<file path="config.mk">
export PLATFORM = sky130hd
export DESIGN_NAME = rect_collision_step_core_flat
export DESIGN_NICKNAME = d
export VERILOG_FILES = /design/src/rtl/rcs_pkg.sv /design/src/rtl/rcs_if.sv /design/src/rtl/rcs_dp.sv /design/src/rtl/rcs_ctrl.sv /design/src/rtl/rect_collision_step_core.sv /design/src/flat_wrapper.sv
export SDC_FILE = /design/constraint.sdc
export NUM_CORES = 2
export LEC_CHECK = 0
export BUFFER_PORTS_ARGS = -buffer_cell sky130_fd_sc_hd__buf_2
export CAP_MARGIN = 10
export CORE_MARGIN = 2
export CORE_UTILIZATION = 25
export CTS_CLUSTER_SIZE = 8
export DETAILED_ROUTE_END_ITERATION = 16
export PLACE_DENSITY_LB_ADDON = 0.1
export SETUP_SLACK_MARGIN = 0.15
export SKIP_LAST_GASP = 1
export SYNTH_ARGS = -nofsm -noshare
export SYNTH_HDL_FRONTEND = slang
export SYNTH_SLANG_ARGS = --single-unit
export TNS_END_PERCENT = 50
</file>
<file path="constraint.sdc">
create_clock -name clk_i -period 10.05 [get_ports clk_i]
set_input_delay 2.01 -clock clk_i [delete_from_list [all_inputs] [get_ports clk_i]]
set_output_delay 2.01 -clock clk_i [all_outputs]
set_load 0.01 [all_outputs]
</file>
<file path="src/rtl/rcs_pkg.sv">
// ----------------------------------------------------------------------------
// rcs_pkg
// Types, codes and helpers shared by the rectangle collision block.
// ----------------------------------------------------------------------------
package rcs_pkg;

  localparam int unsigned RectSlotsDef = 5;
  localparam int unsigned SlotW        = 3;

  // flag bit positions
  localparam int unsigned FlBlocking  = 0;
  localparam int unsigned FlBlockable = 1;
  localparam int unsigned FlActive    = 2;
  localparam int unsigned FlOwner     = 3;

  typedef enum logic [1:0] {
    MODE_LOAD = 2'd0,
    MODE_STEP = 2'd1,
    MODE_READ = 2'd2
  } mode_e;

  typedef enum logic [1:0] {
    KIND_EVENT = 2'd0,
    KIND_DONE  = 2'd1,
    KIND_READ  = 2'd2
  } kind_e;

  typedef enum logic [1:0] {
    DIR_UP    = 2'd0,
    DIR_DOWN  = 2'd1,
    DIR_LEFT  = 2'd2,
    DIR_RIGHT = 2'd3
  } dir_e;

  typedef enum logic [3:0] {
    DP_NOP,
    DP_LOAD,
    DP_FETCH,
    DP_MOVE,
    DP_CHECK,
    DP_PUSH_A,
    DP_PUSH_B,
    DP_EMIT_EV_A,
    DP_EMIT_EV_B,
    DP_EMIT_DONE,
    DP_EMIT_READ
  } dp_op_e;

  typedef struct packed {
    logic [1:0]         mode;
    logic [SlotW-1:0]   slot;
    logic signed [15:0] pos_x;
    logic signed [15:0] pos_y;
    logic [14:0]        width;
    logic [14:0]        height;
    logic signed [15:0] vel_x;
    logic signed [15:0] vel_y;
    logic [3:0]         flags;
  } item_t;

  typedef struct packed {
    logic [1:0]         kind;
    logic [SlotW-1:0]   subject_slot;
    logic [SlotW-1:0]   other_slot;
    logic [1:0]         direction;
    logic signed [15:0] out_x;
    logic signed [15:0] out_y;
    logic               last;
  } res_t;

  typedef struct packed {
    logic signed [15:0] px;
    logic signed [15:0] py;
    logic [14:0]        sw;
    logic [14:0]        sh;
    logic signed [15:0] vx;
    logic signed [15:0] vy;
    logic [3:0]         fl;
    logic               vld;
  } rect_t;

  // controller -> datapath
  typedef struct packed {
    dp_op_e           op;
    logic [SlotW-1:0] ia;
    logic [SlotW-1:0] ib;
    logic             ax;   // 1 vertical, 0 horizontal
  } cmd_t;

  // datapath -> controller
  typedef struct packed {
    logic out_free;
    logic ev_a;
    logic ev_b;
  } sts_t;

  function automatic logic signed [15:0] sat16(input logic signed [17:0] v);
    if (v > 18'sd32767) begin
      return 16'sh7FFF;
    end else if (v < -18'sd32768) begin
      return 16'sh8000;
    end
    return v[15:0];
  endfunction

endpackage

</file>
<file path="src/rtl/rcs_if.sv">
// ----------------------------------------------------------------------------
// rcs_in_if / rcs_out_if
// Valid/ready channels carrying input items and result beats.
// ----------------------------------------------------------------------------
interface rcs_in_if;
  logic               valid;
  logic               ready;
  logic [1:0]         mode;
  logic [2:0]         slot;
  logic signed [15:0] pos_x;
  logic signed [15:0] pos_y;
  logic [14:0]        width;
  logic [14:0]        height;
  logic signed [15:0] vel_x;
  logic signed [15:0] vel_y;
  logic               is_blocking;
  logic               is_blockable;
  logic               is_active;
  logic               has_owner;

  modport source (output valid, mode, slot, pos_x, pos_y, width, height, vel_x, vel_y,
                  is_blocking, is_blockable, is_active, has_owner, input ready);
  modport sink (input valid, mode, slot, pos_x, pos_y, width, height, vel_x, vel_y,
                is_blocking, is_blockable, is_active, has_owner, output ready);
endinterface

interface rcs_out_if;
  logic               valid;
  logic               ready;
  logic [1:0]         kind;
  logic [2:0]         subject_slot;
  logic [2:0]         other_slot;
  logic [1:0]         direction;
  logic signed [15:0] out_x;
  logic signed [15:0] out_y;
  logic               last;

  modport source (output valid, kind, subject_slot, other_slot, direction, out_x, out_y,
                  last, input ready);
  modport sink (input valid, kind, subject_slot, other_slot, direction, out_x, out_y,
                last, output ready);
endinterface

</file>
<file path="src/rtl/rcs_dp.sv">
// ----------------------------------------------------------------------------
// rcs_dp
// Rectangle table, pair working registers, move/overlap/push units, result reg.
// ----------------------------------------------------------------------------
module rcs_dp import rcs_pkg::*; #(
  parameter int unsigned RectSlots = RectSlotsDef
) (
  input  logic  clk_i,
  input  logic  rst_ni,
  input  logic  in_acc_i,
  input  item_t item_i,
  input  cmd_t  cmd_i,
  output sts_t  sts_o,
  input  logic  out_ready_i,
  output logic  out_valid_o,
  output res_t  res_o
);

  localparam int unsigned IdxW = $clog2(RectSlots);

  rect_t                 tab_q [RectSlots];
  logic [RectSlots-1:0]  vld_q;
  item_t                 item_q;
  rect_t                 a_q, b_q;
  logic                  hit_q, ab_q, ba_q;
  logic                  out_valid_q;
  res_t                  res_q;

  logic [IdxW-1:0] ia, ib;
  assign ia = cmd_i.ia[IdxW-1:0];
  assign ib = cmd_i.ib[IdxW-1:0];

  // table entries with their valid bit taken from the reset-cleared flags
  rect_t fetch_a, fetch_b;
  always_comb begin
    fetch_a     = tab_q[ia];
    fetch_a.vld = vld_q[ia];
    fetch_b     = tab_q[ib];
    fetch_b.vld = vld_q[ib];
  end

  // axis views
  logic signed [17:0] a_p, b_p, a_v, b_v, a_s, b_s;
  assign a_p = cmd_i.ax ? 18'(a_q.py) : 18'(a_q.px);
  assign b_p = cmd_i.ax ? 18'(b_q.py) : 18'(b_q.px);
  assign a_v = cmd_i.ax ? 18'(a_q.vy) : 18'(a_q.vx);
  assign b_v = cmd_i.ax ? 18'(b_q.vy) : 18'(b_q.vx);
  assign a_s = $signed({3'b000, cmd_i.ax ? a_q.sh : a_q.sw});
  assign b_s = $signed({3'b000, cmd_i.ax ? b_q.sh : b_q.sw});

  logic gt_a, gt_b;
  assign gt_a = a_v > b_v;
  assign gt_b = b_v > a_v;

  logic signed [15:0] move_p, push_a_p, push_b_p;
  assign move_p   = sat16(a_p + a_v);
  assign push_a_p = sat16(gt_a ? (b_p - a_s) : (b_p + b_s));
  assign push_b_p = sat16(gt_b ? (a_p - b_s) : (a_p + a_s));

  // strict overlap on both axes
  logic ovl;
  assign ovl = (18'(a_q.px) < 18'(b_q.px) + $signed({3'b000, b_q.sw})) &&
               (18'(a_q.py) < 18'(b_q.py) + $signed({3'b000, b_q.sh})) &&
               (18'(b_q.px) < 18'(a_q.px) + $signed({3'b000, a_q.sw})) &&
               (18'(b_q.py) < 18'(a_q.py) + $signed({3'b000, a_q.sh}));

  logic ab, ba, any_act;
  assign ab      = a_q.fl[FlBlockable] & b_q.fl[FlBlocking];
  assign ba      = b_q.fl[FlBlockable] & a_q.fl[FlBlocking];
  assign any_act = a_q.fl[FlActive] | b_q.fl[FlActive];

  logic [1:0] dir_a, dir_b;
  assign dir_a = cmd_i.ax ? (gt_a ? DIR_UP : DIR_DOWN) : (gt_a ? DIR_RIGHT : DIR_LEFT);
  assign dir_b = cmd_i.ax ? (gt_b ? DIR_UP : DIR_DOWN) : (gt_b ? DIR_RIGHT : DIR_LEFT);

  logic load_ok, rd_ok;
  assign load_ok = (item_q.mode == MODE_LOAD) && (item_q.slot < SlotW'(RectSlots));
  assign rd_ok   = (item_q.slot < SlotW'(RectSlots)) && a_q.vld;

  logic out_free;
  assign out_free = !out_valid_q || out_ready_i;

  assign sts_o.out_free = out_free;
  assign sts_o.ev_a     = hit_q & a_q.fl[FlActive] & a_q.fl[FlOwner];
  assign sts_o.ev_b     = hit_q & b_q.fl[FlActive] & b_q.fl[FlOwner];

  // valid bits and result-valid
  always_ff @(posedge clk_i or negedge rst_ni) begin
    if (!rst_ni) begin
      vld_q       <= '0;
      out_valid_q <= 1'b0;
    end else begin
      if (cmd_i.op == DP_LOAD && load_ok) begin
        vld_q[item_q.slot[IdxW-1:0]] <= 1'b1;
      end
      if (cmd_i.op == DP_EMIT_EV_A || cmd_i.op == DP_EMIT_EV_B ||
          cmd_i.op == DP_EMIT_DONE || cmd_i.op == DP_EMIT_READ) begin
        out_valid_q <= 1'b1;
      end else if (out_ready_i) begin
        out_valid_q <= 1'b0;
      end
    end
  end

  // table, working registers and result payload
  always_ff @(posedge clk_i) begin
    if (in_acc_i) begin
      item_q <= item_i;
    end
    unique case (cmd_i.op)
      DP_LOAD: begin
        if (load_ok) begin
          tab_q[item_q.slot[IdxW-1:0]] <= '{px: item_q.pos_x, py: item_q.pos_y,
                                           sw: item_q.width, sh: item_q.height,
                                           vx: item_q.vel_x, vy: item_q.vel_y,
                                           fl: item_q.flags, vld: 1'b1};
        end
      end
      DP_FETCH: begin
        a_q <= fetch_a;
        b_q <= fetch_b;
      end
      DP_MOVE: begin
        if (a_q.vld) begin
          if (cmd_i.ax) begin
            tab_q[ia].py <= move_p;
          end else begin
            tab_q[ia].px <= move_p;
          end
        end
      end
      DP_CHECK: begin
        hit_q <= a_q.vld & b_q.vld & (ab | ba | any_act) & ovl;
        ab_q  <= ab;
        ba_q  <= ba;
      end
      DP_PUSH_A: begin
        if (hit_q && ab_q) begin
          if (cmd_i.ax) begin
            tab_q[ia].py <= push_a_p;
            a_q.py       <= push_a_p;
          end else begin
            tab_q[ia].px <= push_a_p;
            a_q.px       <= push_a_p;
          end
        end
      end
      DP_PUSH_B: begin
        if (hit_q && ba_q) begin
          if (cmd_i.ax) begin
            tab_q[ib].py <= push_b_p;
          end else begin
            tab_q[ib].px <= push_b_p;
          end
        end
      end
      DP_EMIT_EV_A: begin
        res_q <= '{kind: KIND_EVENT, subject_slot: cmd_i.ia, other_slot: cmd_i.ib,
                   direction: dir_a, out_x: '0, out_y: '0, last: 1'b0};
      end
      DP_EMIT_EV_B: begin
        res_q <= '{kind: KIND_EVENT, subject_slot: cmd_i.ib, other_slot: cmd_i.ia,
                   direction: dir_b, out_x: '0, out_y: '0, last: 1'b0};
      end
      DP_EMIT_DONE: begin
        res_q <= '{kind: KIND_DONE, subject_slot: '0, other_slot: '0,
                   direction: DIR_UP, out_x: '0, out_y: '0, last: 1'b1};
      end
      DP_EMIT_READ: begin
        res_q <= '{kind: KIND_READ, subject_slot: item_q.slot, other_slot: '0,
                   direction: DIR_UP, out_x: rd_ok ? a_q.px : 16'sd0,
                   out_y: rd_ok ? a_q.py : 16'sd0, last: 1'b1};
      end
      default: ;
    endcase
  end

  assign out_valid_o = out_valid_q;
  assign res_o       = res_q;

endmodule

</file>
<file path="src/rtl/rcs_ctrl.sv">
// ----------------------------------------------------------------------------
// rcs_ctrl
// Sequencer: load, read, and the two-axis move and pair walk of a frame.
// ----------------------------------------------------------------------------
module rcs_ctrl import rcs_pkg::*; #(
  parameter int unsigned RectSlots = RectSlotsDef
) (
  input  logic             clk_i,
  input  logic             rst_ni,
  input  logic             in_valid_i,
  input  logic [1:0]       in_mode_i,
  input  logic [SlotW-1:0] in_slot_i,
  output logic             in_ready_o,
  input  sts_t             sts_i,
  output cmd_t             cmd_o
);

  localparam int unsigned IdxW = $clog2(RectSlots);
  localparam logic [IdxW-1:0] LastIdx = IdxW'(RectSlots - 1);
  localparam logic [IdxW-1:0] PenIdx  = IdxW'(RectSlots - 2);

  typedef enum logic [3:0] {
    S_IDLE, S_LOAD, S_RFETCH, S_REMIT, S_MFETCH, S_MOVE, S_PFETCH,
    S_CHECK, S_PUSHA, S_PUSHB, S_EVA, S_EVB, S_DONE
  } state_e;

  state_e           state_q;
  logic [IdxW-1:0]  i_q, j_q;
  logic             ax_q;
  logic [SlotW-1:0] slot_q;

  logic in_acc;
  assign in_ready_o = (state_q == S_IDLE);
  assign in_acc     = in_valid_i && in_ready_o;

  logic [SlotW-1:0] rd_idx;
  assign rd_idx = (slot_q < SlotW'(RectSlots)) ? slot_q : '0;

  always_comb begin
    cmd_o.ia = SlotW'(i_q);
    cmd_o.ib = SlotW'(j_q);
    cmd_o.ax = ax_q;
    unique case (state_q)
      S_LOAD:   cmd_o.op = DP_LOAD;
      S_RFETCH: begin
        cmd_o.op = DP_FETCH;
        cmd_o.ia = rd_idx;
      end
      S_REMIT:  cmd_o.op = sts_i.out_free ? DP_EMIT_READ : DP_NOP;
      S_MFETCH, S_PFETCH: cmd_o.op = DP_FETCH;
      S_MOVE:   cmd_o.op = DP_MOVE;
      S_CHECK:  cmd_o.op = DP_CHECK;
      S_PUSHA:  cmd_o.op = DP_PUSH_A;
      S_PUSHB:  cmd_o.op = DP_PUSH_B;
      S_EVA:    cmd_o.op = (sts_i.ev_a && sts_i.out_free) ? DP_EMIT_EV_A : DP_NOP;
      S_EVB:    cmd_o.op = (sts_i.ev_b && sts_i.out_free) ? DP_EMIT_EV_B : DP_NOP;
      S_DONE:   cmd_o.op = sts_i.out_free ? DP_EMIT_DONE : DP_NOP;
      default:  cmd_o.op = DP_NOP;
    endcase
  end

  always_ff @(posedge clk_i or negedge rst_ni) begin
    if (!rst_ni) begin
      state_q <= S_IDLE;
      i_q     <= '0;
      j_q     <= '0;
      ax_q    <= 1'b1;
      slot_q  <= '0;
    end else begin
      unique case (state_q)
        S_IDLE: begin
          if (in_acc) begin
            slot_q <= in_slot_i;
            i_q    <= '0;
            ax_q   <= 1'b1;
            case (in_mode_i)
              MODE_STEP: state_q <= S_MFETCH;
              MODE_READ: state_q <= S_RFETCH;
              default:   state_q <= S_LOAD;  // load, or ignored mode
            endcase
          end
        end
        S_LOAD:   state_q <= S_IDLE;
        S_RFETCH: state_q <= S_REMIT;
        S_REMIT:  if (sts_i.out_free) state_q <= S_IDLE;
        S_MFETCH: state_q <= S_MOVE;
        S_MOVE: begin
          if (i_q == LastIdx) begin
            i_q     <= '0;
            j_q     <= IdxW'(1);
            state_q <= S_PFETCH;
          end else begin
            i_q     <= i_q + 1'b1;
            state_q <= S_MFETCH;
          end
        end
        S_PFETCH: state_q <= S_CHECK;
        S_CHECK:  state_q <= S_PUSHA;
        S_PUSHA:  state_q <= S_PUSHB;
        S_PUSHB:  state_q <= S_EVA;
        S_EVA:    if (!sts_i.ev_a || sts_i.out_free) state_q <= S_EVB;
        S_EVB: begin
          if (!sts_i.ev_b || sts_i.out_free) begin
            // advance to next pair, next axis, or finish
            if (j_q != LastIdx) begin
              j_q     <= j_q + 1'b1;
              state_q <= S_PFETCH;
            end else if (i_q != PenIdx) begin
              i_q     <= i_q + 1'b1;
              j_q     <= i_q + IdxW'(2);
              state_q <= S_PFETCH;
            end else if (ax_q) begin
              ax_q    <= 1'b0;
              i_q     <= '0;
              state_q <= S_MFETCH;
            end else begin
              state_q <= S_DONE;
            end
          end
        end
        S_DONE:   if (sts_i.out_free) state_q <= S_IDLE;
        default:  state_q <= S_IDLE;
      endcase
    end
  end

endmodule

</file>
<file path="src/rtl/rect_collision_step_core.sv">
// ----------------------------------------------------------------------------
// rect_collision_step_core
// Rectangle table with per-frame move, overlap test, push-out and events.
// ----------------------------------------------------------------------------
// Load, read and step take one item at a time; no new item is taken until
// the current one finishes. Step: per axis, vertical first, a move pass over
//   all slots, then fetch, check, push A, push B and both event states for
//   each slot pair, then the done beat. Output stalls hold the sequencer.
// Reset clears slot valid bits and control; table contents stay undefined.
// ----------------------------------------------------------------------------
module rect_collision_step_core import rcs_pkg::*; #(
  parameter int unsigned RECT_SLOTS = RectSlotsDef
) (
  input  logic clk_i,
  input  logic rst_ni,
  rcs_in_if.sink    in_i,
  rcs_out_if.source out_o
);

  cmd_t  cmd;
  sts_t  sts;
  item_t item;
  res_t  res;
  logic  in_acc;

  // pack the input beat; flags follow the package bit order
  assign item = '{mode: in_i.mode, slot: in_i.slot, pos_x: in_i.pos_x, pos_y: in_i.pos_y,
                  width: in_i.width, height: in_i.height, vel_x: in_i.vel_x,
                  vel_y: in_i.vel_y,
                  flags: {in_i.has_owner, in_i.is_active, in_i.is_blockable,
                          in_i.is_blocking}};
  assign in_acc = in_i.valid && in_i.ready;

  // controller: owns the pair walk and the output handshake timing
  rcs_ctrl #(.RectSlots(RECT_SLOTS)) u_ctrl (
    .clk_i      (clk_i),
    .rst_ni     (rst_ni),
    .in_valid_i (in_i.valid),
    .in_mode_i  (in_i.mode),
    .in_slot_i  (in_i.slot),
    .in_ready_o (in_i.ready),
    .sts_i      (sts),
    .cmd_o      (cmd)
  );

  // datapath: table, arithmetic and the result register
  rcs_dp #(.RectSlots(RECT_SLOTS)) u_dp (
    .clk_i       (clk_i),
    .rst_ni      (rst_ni),
    .in_acc_i    (in_acc),
    .item_i      (item),
    .cmd_i       (cmd),
    .sts_o       (sts),
    .out_ready_i (out_o.ready),
    .out_valid_o (out_o.valid),
    .res_o       (res)
  );

  // unpack the result beat
  assign out_o.kind         = res.kind;
  assign out_o.subject_slot = res.subject_slot;
  assign out_o.other_slot   = res.other_slot;
  assign out_o.direction    = res.direction;
  assign out_o.out_x        = res.out_x;
  assign out_o.out_y        = res.out_y;
  assign out_o.last         = res.last;

endmodule

</file>
<file path="src/flat_wrapper.sv">
// flat-port wrapper written by rule: the top's interface ports become plain ports
module rect_collision_step_core_flat import rcs_pkg::*;
#(
  parameter int unsigned RECT_SLOTS = RectSlotsDef
)
  (clk_i, rst_ni, in_i_valid, in_i_mode, in_i_slot, in_i_pos_x, in_i_pos_y, in_i_width, in_i_height, in_i_vel_x, in_i_vel_y, in_i_is_blocking, in_i_is_blockable, in_i_is_active, in_i_has_owner, in_i_ready, out_o_valid, out_o_kind, out_o_subject_slot, out_o_other_slot, out_o_direction, out_o_out_x, out_o_out_y, out_o_last, out_o_ready);
  rcs_in_if in_i_i ();
  rcs_out_if out_o_i ();
  input  logic clk_i;
  input  logic rst_ni;
  input wire logic [$bits(in_i_i.valid)-1:0] in_i_valid;
  input wire logic [$bits(in_i_i.mode)-1:0] in_i_mode;
  input wire logic [$bits(in_i_i.slot)-1:0] in_i_slot;
  input wire logic [$bits(in_i_i.pos_x)-1:0] in_i_pos_x;
  input wire logic [$bits(in_i_i.pos_y)-1:0] in_i_pos_y;
  input wire logic [$bits(in_i_i.width)-1:0] in_i_width;
  input wire logic [$bits(in_i_i.height)-1:0] in_i_height;
  input wire logic [$bits(in_i_i.vel_x)-1:0] in_i_vel_x;
  input wire logic [$bits(in_i_i.vel_y)-1:0] in_i_vel_y;
  input wire logic [$bits(in_i_i.is_blocking)-1:0] in_i_is_blocking;
  input wire logic [$bits(in_i_i.is_blockable)-1:0] in_i_is_blockable;
  input wire logic [$bits(in_i_i.is_active)-1:0] in_i_is_active;
  input wire logic [$bits(in_i_i.has_owner)-1:0] in_i_has_owner;
  output wire logic [$bits(in_i_i.ready)-1:0] in_i_ready;
  output wire logic [$bits(out_o_i.valid)-1:0] out_o_valid;
  output wire logic [$bits(out_o_i.kind)-1:0] out_o_kind;
  output wire logic [$bits(out_o_i.subject_slot)-1:0] out_o_subject_slot;
  output wire logic [$bits(out_o_i.other_slot)-1:0] out_o_other_slot;
  output wire logic [$bits(out_o_i.direction)-1:0] out_o_direction;
  output wire logic [$bits(out_o_i.out_x)-1:0] out_o_out_x;
  output wire logic [$bits(out_o_i.out_y)-1:0] out_o_out_y;
  output wire logic [$bits(out_o_i.last)-1:0] out_o_last;
  input wire logic [$bits(out_o_i.ready)-1:0] out_o_ready;
  assign in_i_i.valid = in_i_valid;
  assign in_i_i.mode = in_i_mode;
  assign in_i_i.slot = in_i_slot;
  assign in_i_i.pos_x = in_i_pos_x;
  assign in_i_i.pos_y = in_i_pos_y;
  assign in_i_i.width = in_i_width;
  assign in_i_i.height = in_i_height;
  assign in_i_i.vel_x = in_i_vel_x;
  assign in_i_i.vel_y = in_i_vel_y;
  assign in_i_i.is_blocking = in_i_is_blocking;
  assign in_i_i.is_blockable = in_i_is_blockable;
  assign in_i_i.is_active = in_i_is_active;
  assign in_i_i.has_owner = in_i_has_owner;
  assign in_i_ready = in_i_i.ready;
  assign out_o_valid = out_o_i.valid;
  assign out_o_kind = out_o_i.kind;
  assign out_o_subject_slot = out_o_i.subject_slot;
  assign out_o_other_slot = out_o_i.other_slot;
  assign out_o_direction = out_o_i.direction;
  assign out_o_out_x = out_o_i.out_x;
  assign out_o_out_y = out_o_i.out_y;
  assign out_o_last = out_o_i.last;
  assign out_o_i.ready = out_o_ready;
  rect_collision_step_core #(.RECT_SLOTS(RECT_SLOTS)) u_core (.clk_i(clk_i), .rst_ni(rst_ni), .in_i(in_i_i), .out_o(out_o_i));
endmodule
</file>
Word level (Yosys, flattened, before mapping)
Memory sizes are Yosys's and may differ from the RTL's. A register that Yosys moved wholly into a read port is not among the register bits.
Cells that the tools add are included.

storage, ports and cells
  bits in latches = 0
  memories kept = 1
  output and inout port bits = 45
  memory bits (writable) = 490
  bits in registers = 269
  logic and storage cells = 269
  memory bits (read-only) = 0

memory list
  name               words  bits a word  read ports  clocked after Yosys merged registers in  wr ports  RTL line      source
  u_core.u_dp.tab_q  5      98           2           1                                        1         rcs_dp.sv:21  rect_t tab_q [RectSlots];

operators by class
  bitwise operators = 15
  multiply operators = 0
  equality and inequality tests = 39
  div/mod/pow operators = 0
  mux-type cells = 109
  $add $sub $neg = 12
  order comparisons = 18
  shifts and indexed selects = 0
  reductions and logical operators = 40

operator list
  cell                                                                                count
  16-bit 2-to-1 mux                                                                   15
  98-bit 2-to-1 mux                                                                   2
  98-bit OR reduction                                                                 2
  43-bit case mux with 4 select lines                                                 1
  18-bit 2-to-1 mux                                                                   6
  16-bit by 16-bit adder with 17-bit output                                           4
  16-bit by 17-bit < comparator with 1-bit output                                     4
  32-bit case mux with 2 select lines                                                 1
  18-bit by 16-bit greater-than comparator with 1-bit output (second input constant)  3
  18-bit by 16-bit < comparator with 1-bit output (second input constant)             3
  3-bit 2-to-1 mux                                                                    17
  4-bit case mux with 11 select lines                                                 1
  1-bit 2-to-1 mux                                                                    42
  4-bit 2-to-1 mux                                                                    10
  4-bit case mux with 10 select lines                                                 1
  18-bit by 16-bit adder with 18-bit output                                           2
  18-bit greater-than comparator                                                      2
  18-bit by 16-bit subtractor with 18-bit output                                      2
  4-bit by 3-bit equality test with 1-bit output (second input constant)              8
  4-bit equality test (second input constant)                                         8
  32-bit 2-to-1 mux                                                                   1
  15-bit 2-to-1 mux                                                                   2
  18-bit adder                                                                        1
  4-bit by 2-bit equality test with 1-bit output (second input constant)              4
  other kinds (36)                                                                    91

Depth between registers and ports, before layout
  depth in word-level cells = 12
  gate-level depth with buffers = 28
  mapped depth without buffers = 21

Cells and area by module
A second synthesis with hierarchy kept.

second synthesis, totals
  cells, all modules = 2990
  area total of the unflattened synthesis = 44460.1 µm²

modules (own cells, without submodules)
  module                    sequential area each (µm²)  instances  cells each  area each (µm²)
  rcs_dp                    25284.2                     1          2835        43165.1
  rcs_ctrl                  351.6                       1          154         1288.7
  rect_collision_step_core  0.0                         1          1           6.3

Worst setup path after synthesis
No wires, ideal clock.

  path type = input to register
  start = input out_o_ready
  end = register u_core.u_dp.a_q[0] (netlist name) (enable)
  data arrival time = 10.128 ns
  stages on the path = 6
  buffers on the path = 1
  slack = -0.773 ns
  setup time = 0.695 ns
  cells stage by stage = nand2b_1 clkbuf_1 a211o_1 a31oi_1 nand2_1 nor2_1

on the way
  cells in the longest elaborated chain, start to end = 5
  elaborated cells on any way between the ends = 9

RTL lines
  item                                                         RTL line                        source
  from (decl)                                                  flat_wrapper.sv:33              input wire logic [$bits(out_o_i.ready)-1:0] out_o_ready;
  1-bit logical OR *                                           rcs_dp.sv:81                    assign out_free = !out_valid_q || out_ready_i;
  1-bit logical AND, on equally long branches                  rcs_ctrl.sv:55, rcs_ctrl.sv:56
  3-bit 2-to-1 mux / 4-bit 2-to-1 mux (equally long branches)  rcs_ctrl.sv:55, rcs_ctrl.sv:56
  4-bit case mux with 10 select lines *                        rcs_ctrl.sv:43                  unique case (state_q)
  4-bit by 2-bit equality test with 1-bit output *             rcs_dp.sv:110                   unique case (cmd_i.op)
  to (signal assigned)                                         rcs_dp.sv:120                   a_q <= fetch_a;
  to (decl)                                                    rcs_dp.sv:24                    rect_t a_q, b_q;

Every way passes the cells marked *; elsewhere a longest branch is shown, timed or not.
A chain may end at the register's enable or synchronous reset.

Final worst setup path
  start = register u_core.u_ctrl.ax_q
  end = memory u_core.u_dp.tab_q[1][94] (netlist name), data pin

on the way
  cells in the longest elaborated chain, start to end = 10
  elaborated cells on any way between the ends = 60

RTL lines
  item                                                               RTL line         source
  from (decl)                                                        rcs_ctrl.sv:29   logic ax_q;
  from (signal assigned)                                             rcs_ctrl.sv:67   ax_q <= 1'b1;
  from (signal assigned)                                             rcs_ctrl.sv:75   ax_q <= 1'b1;
  from (signal assigned)                                             rcs_ctrl.sv:113  ax_q <= 1'b0;
  18-bit 2-to-1 mux (tied with other cells)                          rcs_dp.sv:45     assign b_p = cmd_i.ax ? 18'(b_q.py) : 18'(b_q.px);
  18-bit by 16-bit adder with 18-bit output (tied with other cells)  rcs_dp.sv:57     assign push_a_p = sat16(gt_a ? (b_p - a_s) : (b_p + b_s));
  18-bit 2-to-1 mux                                                  rcs_dp.sv:57
  18-bit by 16-bit < comparator with 1-bit output                    rcs_pkg.sv:100   end else if (v < -18'sd32768) begin
  1-bit 2-to-1 mux                                                   rcs_pkg.sv:100
  1-bit 2-to-1 mux                                                   rcs_pkg.sv:98    if (v > 18'sd32767) begin
  16-bit 2-to-1 mux                                                  rcs_pkg.sv:103   return v[15:0];
  16-bit 2-to-1 mux (no source line)                                 -
  98-bit 2-to-1 mux (no source line)                                 -
  98-bit 2-to-1 mux (no source line) *                               -
  to (decl)                                                          rcs_dp.sv:21

Every way passes the cells marked *; elsewhere a longest branch is shown, timed or not. The select of a mux whose other input is x is not followed.

==> impl_results.md <==
* Top-area cell type share of the netlist area at 0.5537
* Clock Tree Buf Depth at 3
* Worst Hold Class: flop to flop
* DRC viols at 0
* Commonest non-fill, non-tap cell in the layout: nand2_1
* Total core area at 180500 um^2
* Setup violators final at 0
* Die height at between 400 and 500 um
* Area leader, netlist: edfxtp_1
* Final Hold Vio Count at 0
* Clock tree sinks at 857
* Initial antenna violation count at 13
* Power, Total at 18.71 mW
* CP Class: flop to flop
* Comb pwr share at 0.497
* Clock transition at path regs at around 0.060 ns
* Final #Nets at between 4000 and 5000
* First-pass GRT wire length at about 240000 um
* Fin crit period at approximately 8.0 ns
* Fin Hold WS at roughly 0.5 ns
* Synthesized area at 45400 um^2
* Unrepaired setup endpoints after global routing: no
* Worst VDD drop at 0.3497 mV
* Routability cong. at ~0.89
* Register bit total from synthesis at 857
* FF-to-FF setup slack at 2.05 ns
* Reg-to-reg critical path endpoint: u_core.u_dp.tab_q[1][94]
* Syn_area_per_cell at approximately 12 um^2
* Drt via density at ~5
* Number of library cell types mapped by synthesis at 87
* Clock power share at 0.203
* Internal power at around 10 mW
* Fmax at roughly 0.13 GHz
* Sw Pwr at around 8.4 mW
* Number of fill cells in the layout at 18330
* CTS H-tree lvls at 3
* CP endpoint kind: flop
* Routed via count at 31780
* Area growth from synthesis to layout at 15.57%
* Vias in the first global route at 31730
* Largest cells by area after synthesis: edfxtp_1 55%, nand2_1 7.4%, ha_1 5.6%
* Post-route clock period utilization at 0.7957
* Lkg Pwr at about 19 nW
* Pwr Density at 356.6 nW/um^2
* TritonCTS buffer count at approximately 120
* Slew headroom at 0.2032
* DRT Pass-1 Iters at 6
* Worst skew pair latency at just under 0.8 ns
* Status: completed
* Worst setup path start: u_core.u_ctrl.ax_q
* Crit-path max FO at 40
* Post-DP HPWL at about 120000 um
* Die Width at 430.1 um
* Synth Net Count at ~4200
* Die area at between 150000 and 200000 um^2
* Layout cells sized above 1 at 0.1410
* Slew @ Worst Pin at roughly 1.2 ns
* Seq/Total Area, Yosys at 0.5647
* Drt wl/cell at around 27 um
* Setup Buffers After CTS at 0
* Critical Path AT at approximately 8.5 ns
* CTS tree: built
* Final Max Slew Viols at 0
* Tot GR Track Use at 0.1833
* IO Pins at between 150 and 200
* Largest net degree at the start of global routing at about 150
* CP endpoint: u_core.u_dp.tab_q[1][94]
* Iteration-0 DRC Markers at 2635
* Async S/R FF share, synth at 0.02334
* # port buffers at 151
* Cts repair resizes at 0
* Seq pwr share at 0.300
* Post-Route Setup TNS at 0 ns
* Startpoint types: flop
* Switching share of total power at 0.4500
* Starting Density at 0.2514
* Placed Cells at around 6300
* Grt ovf at 0
* Post-Layout Cell Count at approximately 6400
* RR Startpoint: u_core.u_ctrl.ax_q
* Clk_skew at roughly 0.04 ns
* YS warnings at 0
* CTS Hold Bufs at 0
* Most frequent cells in the layout: 892 x nand2_1, 837 x edfxtp_1, 211 x o21ai_0
* CTS root buffer: clkbuf_16
* Max Cap Viol at 0
* Final ANT Viol Nets at 0
* Synth Instances at 3894
* Final wirelength at 170900 um
* CP required at ~11 ns
* Row cnt at about 160
* Ys flop type: edfxtp_1
* Post-synth EDFFs at about 840
* Worst Reg-to-Reg Cells at 22
[cell usage after synthesis, drive strengths merged (16+ instances only)]
| library cell | instances |
|---|---|
| a21oi | 156 |
| clkbuf | 152 |
| edfxtp | 837 |
| nor2 | 100 |
| and2 | 81 |
| nand3 | 115 |
| a21o | 54 |
| o211ai | 29 |
| nand2 | 892 |
| a31oi | 16 |
| mux2i | 75 |
| and3 | 83 |
| mux2 | 62 |
| dfrtp | 19 |
| mux4 | 99 |
| xnor2 | 70 |
| a211oi | 77 |
| buf | 47 |
| o31ai | 18 |
| ha | 203 |
| o21ai | 217 |
| inv | 78 |
| nor3 | 47 |
| o21bai | 23 |
| or3 | 25 |
| nand2b | 29 |
| xor2 | 32 |
| a211o | 16 |
| a311oi | 38 |
| o21a | 20 |
[stage by stage]
step / setup slack (ns) / instance area (um^2) / util
final: 2.053 / 52460 / 0.2906
after global routing: 1.508 / 52460 / 0.2906
after CTS: 2.126 / 52460 / 0.2906
after detailed placement: 2.171 / 49100 / 0.2719
after global placement: 2.331 / 49100 / 0.2719
after floorplan: 0.6154 / 45400 / -
[how the worst min path moves through the flow]
stage,start,slack [ns],to,depth (start not counted)
after floorplan,u_core.u_dp.vld_q[0],0.44,u_core.u_dp.vld_q[0],2
after global routing,u_core.u_dp.vld_q[2],0.53,u_core.u_dp.vld_q[2],1
after global placement,u_core.u_dp.vld_q[4],0.48,u_core.u_dp.vld_q[4],2
after detailed placement,u_core.u_dp.vld_q[2],0.49,u_core.u_dp.vld_q[2],1
final,u_core.u_dp.vld_q[0],0.50,u_core.u_dp.vld_q[0],2
after CTS,u_core.u_dp.vld_q[0],0.50,u_core.u_dp.vld_q[0],2
[critical path, stage by stage (launching register included)]
cell and delay [ns]:
dfstp_4 0.88, buf_4 0.57, mux2_2 0.30, ha_1 0.14
nand2b_1 0.09, a21oi_1 0.06, o31ai_1 0.69, a31oi_2 0.17
buf_4 0.27, nor2_2 0.82, mux2i_1 0.27, ha_1 0.22
inv_1 0.07, fa_1 0.40, nand2b_1 0.19, a21o_1 0.19
a31oi_1 0.37, o21a_1 0.18, o211ai_1 0.12, o31a_1 0.30
a31oi_1 0.81, a22oi_1 0.27, o211ai_1 0.32
[flip-flops by register name, indices dropped and copies added (netlist names), 3 cells and up]
| register | flops |
|---|---|
| u_core.u_dp.vld_q | 5 |
| u_core.u_ctrl.i_q | 3 |
| u_core.u_ctrl.state_q | 4 |
| u_core.u_dp.b_q | 99 |
| u_core.u_ctrl.j_q | 3 |
| u_core.u_ctrl.slot_q | 3 |
| u_core.u_dp.res_o | 43 |
| u_core.u_dp.a_q | 99 |
| u_core.u_dp.item_q | 103 |
| u_core.u_dp.tab_q | 490 |
[per-layer routing]
layer  track usage  share of wire
met1        0.2495           0.45
met2        0.3052           0.48
met3       0.02591          0.050
met4       0.04629          0.022
met5             0        0.00016
[cell families (layout without fill, tap and decap cells)]
group | Yosys count | count (layout) | share of synthesized area
flops | 857 | 857 | 0.5647
other cells | 0 | 1 | 0
simple gates | 1436 | 1436 | 0.1402
compound gates | 776 | 776 | 0.1121
mux | 236 | 236 | 0.08103
buf+inv | 277 | 454 | 0.02326
fa+ha+maj | 210 | 210 | 0.05904
xor+xnor | 102 | 102 | 0.01968
[final cells by class]
class,instances,area (um^2),share of cell area
diodes,1,2.502,0.00004770
clock buffers,153,3201,0.06100
clock inverters,14,165.2,0.003148
inverters,78,295.3,0.005628
multi-input cells,2760,18890,0.3601
flip-flops and latches,857,25650,0.4889
well taps,2370,2965,0.05652
repair buffers,209,1291,0.02461
[power by group through the flow]
stage / Combinational (mW) / Sequential, mW / Clock, mW
finish: 9.30 / 5.61 / 3.80
global route: 10.2 / 5.65 / 4.04
CTS: 9.33 / 5.65 / 3.93
detailed placement: 9.26 / 5.71 / 0
global placement: 9.32 / 5.73 / 0
floorplan: 6.19 / 5.16 / 0
No activity file was read; power rests on OpenSTA's default activity.
